===== src/rtl/fdrc_pkg.sv =====
package fdrc_pkg;

   localparam logic [2:0] FUNC_TICK  = 3'd0;
   localparam logic [2:0] FUNC_PIXEL = 3'd1;
   localparam logic [2:0] FUNC_FILL  = 3'd2;
   localparam logic [2:0] FUNC_DIFF  = 3'd3;
   localparam logic [2:0] FUNC_FORCE = 3'd4;

   localparam logic [1:0] REG_FLIP_TIME   = 2'd0;
   localparam logic [1:0] REG_DIRECT_MODE = 2'd1;
   localparam logic [1:0] REG_PANEL_WIDTH = 2'd2;

   localparam int PIN_BITS   = 17;
   localparam int PIN_ENABLE = 16;

   typedef enum logic [2:0] {
      CMD_TICK,
      CMD_PIXEL,
      CMD_FILL,
      CMD_DIFF,
      CMD_FORCE
   } cmd_type;

   typedef enum logic [1:0] {
      MODE_IDLE,
      MODE_DIFF,
      MODE_FORCE,
      MODE_FILL
   } mode_type;

   typedef enum logic [2:0] {
      ST_SWEEP,
      ST_IDLE,
      ST_READ,
      ST_DIV,
      ST_EMIT
   } state_type;

   typedef struct packed {
      cmd_type    cmd;
      logic [7:0] x;
      logic [4:0] y;
      logic       color;
      logic       in_range;
   } item_type;

   typedef struct packed {
      logic [15:0] flip_time;
      logic        direct_mode;
      logic [4:0]  panel_width;
   } cfg_type;

endpackage


===== src/rtl/fdrc_front.sv =====
module fdrc_front
   import fdrc_pkg::*;
#(
   parameter int COLUMNS = 128,
   parameter int ROWS = 16
) (
   input  logic       clock,
   input  logic       reset,
   input  logic       req_valid,
   output logic       req_ready,
   input  logic [2:0] req_func,
   input  logic [7:0] req_x,
   input  logic [4:0] req_y,
   input  logic       req_color,
   output logic       q_valid,
   output item_type   q_item,
   input  logic       q_pop
);

   item_type   q_ff [2];
   item_type   q_in [2];
   logic       wr_ptr_ff, wr_ptr_in;
   logic       rd_ptr_ff, rd_ptr_in;
   logic [1:0] count_ff, count_in;
   item_type   item;
   logic       push;

   always_comb begin
      case (req_func)
         FUNC_TICK:  item.cmd = CMD_TICK;
         FUNC_PIXEL: item.cmd = CMD_PIXEL;
         FUNC_FILL:  item.cmd = CMD_FILL;
         FUNC_DIFF:  item.cmd = CMD_DIFF;
         FUNC_FORCE: item.cmd = CMD_FORCE;
         default:    item.cmd = CMD_TICK;
      endcase
      item.x        = req_x;
      item.y        = req_y;
      item.color    = req_color;
      item.in_range = (int'(req_x) < COLUMNS) && (int'(req_y) < ROWS);
   end

   assign req_ready = (count_ff != 2'd2);
   assign push      = req_valid && req_ready;
   assign q_valid   = (count_ff != 2'd0);
   assign q_item    = q_ff[rd_ptr_ff];

   always_ff @(posedge clock) begin
      if (reset) begin
         wr_ptr_ff <= 1'b0;
         rd_ptr_ff <= 1'b0;
         count_ff  <= 2'd0;
      end else begin
         wr_ptr_ff <= wr_ptr_in;
         rd_ptr_ff <= rd_ptr_in;
         count_ff  <= count_in;
      end
      q_ff[0] <= q_in[0];
      q_ff[1] <= q_in[1];
   end

   always_comb begin
      q_in[0]   = q_ff[0];
      q_in[1]   = q_ff[1];
      wr_ptr_in = wr_ptr_ff;
      rd_ptr_in = rd_ptr_ff;
      count_in  = count_ff;
      if (push) begin
         q_in[wr_ptr_ff] = item;
         wr_ptr_in       = ~wr_ptr_ff;
      end
      if (q_pop) begin
         rd_ptr_in = ~rd_ptr_ff;
      end
      if (push && !q_pop) begin
         count_in = count_ff + 2'd1;
      end else if (!push && q_pop) begin
         count_in = count_ff - 2'd1;
      end
   end

endmodule


===== config.mk =====
export PLATFORM = sky130hd
export DESIGN_NAME = fdrc_front
export DESIGN_NICKNAME = d
export VERILOG_FILES = /design/src/rtl/fdrc_pkg.sv /design/src/rtl/fdrc_front.sv
export SDC_FILE = /design/constraint.sdc
export NUM_CORES = 1
export LEC_CHECK = 0
export BUFFER_PORTS_ARGS = -buffer_cell sky130_fd_sc_hd__buf_2
export CORE_MARGIN = 3
export CORE_UTILIZATION = 46
export DETAILED_ROUTE_END_ITERATION = 16
export PLACE_DENSITY = 0.74
export SLEW_MARGIN = 20
export SYNTH_ARGS = -nofsm -noshare
export SYNTH_HDL_FRONTEND = slang
export SYNTH_SLANG_ARGS = --single-unit

===== constraint.sdc =====
create_clock -name clock -period 1.4 [get_ports clock]
set_clock_uncertainty 0.05 [all_clocks]
set_input_delay 0.21 -clock clock [delete_from_list [all_inputs] [get_ports clock]]
set_output_delay 0.21 -clock clock [all_outputs]
set_load 0.005 [all_outputs]

==> flow_summary.yaml, run 1 <==
synth:
  synth-async-reset-ratio_pct: 0
  synth-compound-area-share_pct: 1.62
  ys_ff_latch: 41
  synthesis.instances: 84
  post_synth.cell_area_avg_um2: 18.4
  synth_fa_ha_area_share_pct: 0.808
  synthFlopType: "edfxtp_1"
  ys_seq_area_share_pct: 76.3
  synth-edff-count: 36
  synth-simple-area-share_pct: 5.25
  synth_top_family_by_area: "multiplexers"
  syn_area_um2: 1550
  yosys_warnings: 0
  synth_cell_types: 21
  muxShareOfSynthArea_pct: 13.1
  synth_xor_area_share_pct: 1.70
  syn-num-nets: 106
pwr:
  power.density_nw_per_um2: 1340
  leakage_uw: 0.000822
  netSwitchingFraction_pct: 22.7
  power.total_uw: 2860
  power.internal_uw: 2210
  pwr-share-comb_pct: 21.5
  sequentialPowerShare_pct: 53.2
  p_switching_uw: 650
  peakVddDrop_mv: 0.793
  p_clk_share_pct: 25.3
die:
  die-area_um2: 4100
  io-pin-count: 41
  start_util_pct: 49.5
  die-width_um: 64.0
  core_um2: 3130
  rows: 20
  die_h_um: 64.0
setup_path:
  criticalPathCategory: "reg2out"
  critical_path_arrival_ns: 1.32
  critical_path_required_ns: 1.14
  path_max_fanout: 18
  end_kind: "output pin"
  worst_setup_path_start_kind: "flop"
global_routing:
  grt_overflow: 0
  grt_pass1_vias: 971
  grt_max_degree: 19
  antenna_found_initial: 0
  grt_pass1_wl_mm: 4.40
  grt_use_total_pct: 14.4
place:
  dp_worst_setup_slack_ns: -0.0811
  dp_hpwl_mm: 1.80
  placedCellCount: 172
  globalplace.congestion: 0.624
  port_buffers: 40
status:
  status: "finished, violations left"
  violations: "setup timing"
clock_tree:
  numClockSinks: 41
  clockBufferDepth: 2
  clk_pin_slew_worst_paths_ns: 0.11
  cts_buffers: 5
  cts_tree: "built"
  clock_latency_ns: 0.33
  cts-root-buf: "clkbuf_4"
  h-tree-depth: 2
detailed_routing:
  wl_mm: 2.67
  drtIter0Drc: 16
  via_per_inst: 4.82
  remaining_drc_errors: 0
  wl_per_cell_um: 13.8
  drtAntennaViolNets: 0
  num_vias: 935
  first_pass_iters: 3
timing:
  worst_slew_pin_slew_ns: 0.234
  drv_slew: 0
  setup_viol: 20
  fin_crit_sh_pct: 113
  finalWorstSetupSlack_ns: -0.178
  grt_setup_unrepaired: "true"
  hold_violations: 0
  fmax_ghz: 0.634
  period_minus_slack_ns: 1.58
  max_slew_margin_pct: 84.4
layout:
  final.fill_count: 221
  diodes: 0
  layout.nets: 171
  synthToLayoutAreaGrowth_pct: 38.1
  drive_gt1_share_pct: 56.0
  fin_cells: 194
hold_path:
  hold_path.class: "in2reg"
run:
  max-cap-violations: 0
[synthesized netlist by cell type (all sizes together) (2+ instances only)]
cell / n / area share (%)
edfxtp: 36 / 70
buf: 2 / 0.81
mux2: 18 / 13
a21oi: 2 / 0.65
xor2: 2 / 1.1
dfxtp: 5 / 6.5
nor2: 4 / 0.97
inv: 2 / 0.48
nor2b: 2 / 0.81
[flip-flops by register name (all words and copies together) (netlist names), named ones only]
signal / count
wr_ptr_ff: 1
count_ff: 2
rd_ptr_ff: 1
q_ff: 36
[metrics by stage]
step	hold WS (ns)	area (um2)	setup TNS [ns]	util, %
finish	0.0319	2140	-3.04	68.4
global route	0.000473	2140	-4.82	68.4
CTS	0.00233	2090	-3.62	66.8
detailed placement	0.352	1890	-0.0811	60.5
global placement	0.348	1890	-0.0156	60.5
floorplan	0.229	1570	-0.0719	-
[per-layer routing]
layer,routed length (um),global-route usage [%],vias to the layer above
li1,-,-,450
met3,138,6.33,6
met2,1560,27.2,23
met4,40,4.58,0
met1,931,13.7,456
met5,0,0,-
[final cells by class]
type                            count  area (um2)  share of cell area, %
Sequential cell                    41        1180                   55.4
Timing Repair Buffer               60         435                   20.4
Multi-Input combinational cell     39         374                   17.5
Tap cell                           44        55.1                   2.57
Clock inverter                      3        41.3                   1.93
Clock buffer                        5        37.5                   1.75
Inverter                            2        11.3                  0.526
[path summary, 6_finish.rpt]
kind	endpoint	depth (start not counted)	slack, ns	startpoint
max	q_item[0]	3	-0.18	flop
min	count_ff[1]	2	0.03	reset
max reg2reg	count_ff[1]	6	-0.09	count_ff[0]
min reg2reg	flop	2	0.48	rd_ptr_ff
[cell families after synthesis]
family,Yosys count
compound gates,4
xor+xnor,3
fa+ha+maj,1
buf+inv,4
flops,41
mux,18
simple gates,13
[worst max-delay path, stage by stage, from the launching register on]
cell and delay (ns):
dfxtp_2 0.36, buf_12 0.15, mux2_2 0.35, buf_2 0.13
[power groups by stage]
stage | registers [uW] | clock network [uW] | logic (uW)
2_1_floorplan | 1530 | 0 | 266
3_3_place_gp | 1530 | 0 | 500
3_5_place_dp | 1540 | 0 | 524
4_1_cts | 1520 | 747 | 600
5_1_grt | 1530 | 808 | 680
6_report | 1520 | 725 | 615
[cells in the final DEF, fill, tap and decap left out, types with 2 or more instances in the layout]
cell	count
dlygate4sd3_1	12
clkinvlp_4	2
dfxtp_1	2
nor2b_1	2
mux2_2	18
buf_2	39
buf_12	3
edfxtp_1	36
clkbuf_4	5
buf_4	2
nor2_1	4
dfxtp_2	3
buf_6	4
a21oi_1	2
[timing repair]
item	in CTS	in global routing
pin swaps	2	0
hold buffers	8	4
hold endpoints to repair	15	8
gates resized for setup	9	1
setup buffers	1	1
setup endpoints to repair	25	39
Note: power is estimated with default switching activity, not from simulation.
==> run 2, diff against run 1 <==
SKIP_LAST_GASP = 1   (was default)
==> run 2 against run 1 <==
- the run still ends with setup timing left
- cell count unchanged
- first-iteration DRC count unchanged
- via count down 0.32%
- global-route usage down 0.15 points
- register-to-register slack about the same
- clock power about the same
- fmax about the same
- power down 0.25%
- sequential power about the same
- wire length down 0.64%
- worst hold slack worse by 0.0031 ns
- largest power group unchanged
- highest routed layer unchanged
==> flow_summary.yaml, run 2 (same netlist as run 1, synthesis figures left out) <==
timing:
  grt_setup_unrepaired: "true"
  fin_crit_sh_pct: 113
  hold_violations: 0
  fmax_ghz: 0.634
  drv_slew: 0
  setup_viol: 20
  worst_slew_pin_slew_ns: 0.234
  max_slew_margin_pct: 84.4
  finalWorstSetupSlack_ns: -0.178
  holdWs_ns: 0.0287
  period_minus_slack_ns: 1.58
layout:
  drive_gt1_share_pct: 55.3
  layout.nets: 171
  regMostFlops: "q_ff"
  diodes: 0
  synthToLayoutAreaGrowth_pct: 37.6
  largest_registers: "q_ff: 36 flops, count_ff: 2 flops"
  final_common_cell: "buf_2"
  fin_util_pct: 68.2
  fin_cells: 194
  largest_reg_flops: 36
  final.fill_count: 222
  final_cell_mix: "buf_2, edfxtp_1, mux2_2"
detailed_routing:
  num_vias: 932
  first_pass_iters: 4
  via_per_inst: 4.80
  drtIter0Drc: 16
  wl_mm: 2.65
  drtAntennaViolNets: 0
  remaining_drc_errors: 0
  wl_per_cell_um: 13.7
clock_tree:
  cts_buffers: 5
  h-tree-depth: 2
  clk_pin_slew_worst_paths_ns: 0.11
  numClockSinks: 41
  clockBufferDepth: 2
  clock_latency_ns: 0.33
  cts_tree: "built"
  cts-root-buf: "clkbuf_4"
hold_path:
  hold_path.class: "in2reg"
global_routing:
  grt_max_degree: 19
  grt_pass1_wl_mm: 4.36
  grt_use_total_pct: 14.3
  grt_overflow: 0
  grt_pass1_vias: 959
  antenna_found_initial: 0
pwr:
  peakVddDrop_mv: 0.793
  power.density_nw_per_um2: 1340
  leakage_uw: 0.000821
setup_path:
  critical_path_required_ns: 1.14
  end_kind: "output pin"
  worst_setup_path_start_kind: "flop"
  path_max_fanout: 18
  critical_path_arrival_ns: 1.32
  criticalPathCategory: "reg2out"
place:
  globalplace.congestion: 0.624
  placedCellCount: 172
  dp_hpwl_mm: 1.80
  port_buffers: 40
die:
  die_h_um: 64.0
  core_um2: 3130
  die-area_um2: 4100
  rows: 20
  io-pin-count: 41
  die-width_um: 64.0
  start_util_pct: 49.5
status:
  status: "finished, violations left"
  violations: "setup timing"
run:
  max-cap-violations: 0
==> run 2: changes by cell type in the layout (fill, tap and decap cells not counted) <==
cell    before  now
xor2_1       1    2
xor2_2       1    0
==> run 2: worst paths after layout <==
check	startpoint	depth (start not counted)	endpoint	slack (ns)
setup / recovery	flop	3	q_item[0]	-0.18
hold reg to reg	rd_ptr_ff	2	flop	0.48
setup reg to reg	count_ff[0]	6	count_ff[1]	-0.09
hold / removal	reset	2	count_ff[1]	0.03
==> run 2: critical path: stages (launching register included) <==
cell,delay [ns]
dfxtp_2,0.36
buf_12,0.15
mux2_2,0.35
buf_2,0.13
==> run 2: what timing repair did <==
action,CTS,global route
hold endpoints to repair,15,8
hold buffers,8,4
resized for setup,8,1
pin swaps,2,0
setup endpoints to repair,25,39
setup buffers,1,1
gates cloned,0,0
==> run 2: layout make-up <==
| cell class | count | area, um2 | area share [%] |
|---|---|---|---|
| clock buffer | 5 | 37.5 | 1.76 |
| clock inverter | 3 | 41.3 | 1.94 |
| inverter | 2 | 11.3 | 0.528 |
| multi-input combinational | 39 | 367 | 17.2 |
| sequential | 41 | 1180 | 55.6 |
| tap | 44 | 55.1 | 2.58 |
| timing repair buffer | 60 | 435 | 20.4 |
==> run 2: per-stage QoR <==
| step | setup TNS (ns) | power [uW] | instance area, um2 | setup WS [ns] |
|---|---|---|---|---|
| 3_3_place_gp | -0.0156 | 2030 | 1890 | -0.0156 |
| 3_5_place_dp | -0.0811 | 2070 | 1890 | -0.0811 |
| 6_report | -3.04 | 2850 | 2130 | -0.178 |
| 4_1_cts | -3.62 | 2860 | 2080 | -0.207 |
| 5_1_grt | -4.81 | 3010 | 2130 | -0.261 |
| 2_1_floorplan | -0.0719 | 1800 | 1570 | -0.0719 |
==> run 2: power by group <==
group          leakage [uW]  total [uW]  internal (uW)  switching [uW]
logic              0.000402         606            358             249
registers          0.000380        1520           1480            42.4
clock network     0.0000389         726            370             356
==> run 2: layer usage <==
metal  up-vias  GRT usage [%]  part of all wire (%)
li1        451              -                     -
met3         4           6.15                   5.0
met4         0           3.77                  0.94
met1       456           13.7                    35
met2        21           27.2                    59
met5         -              0                     0
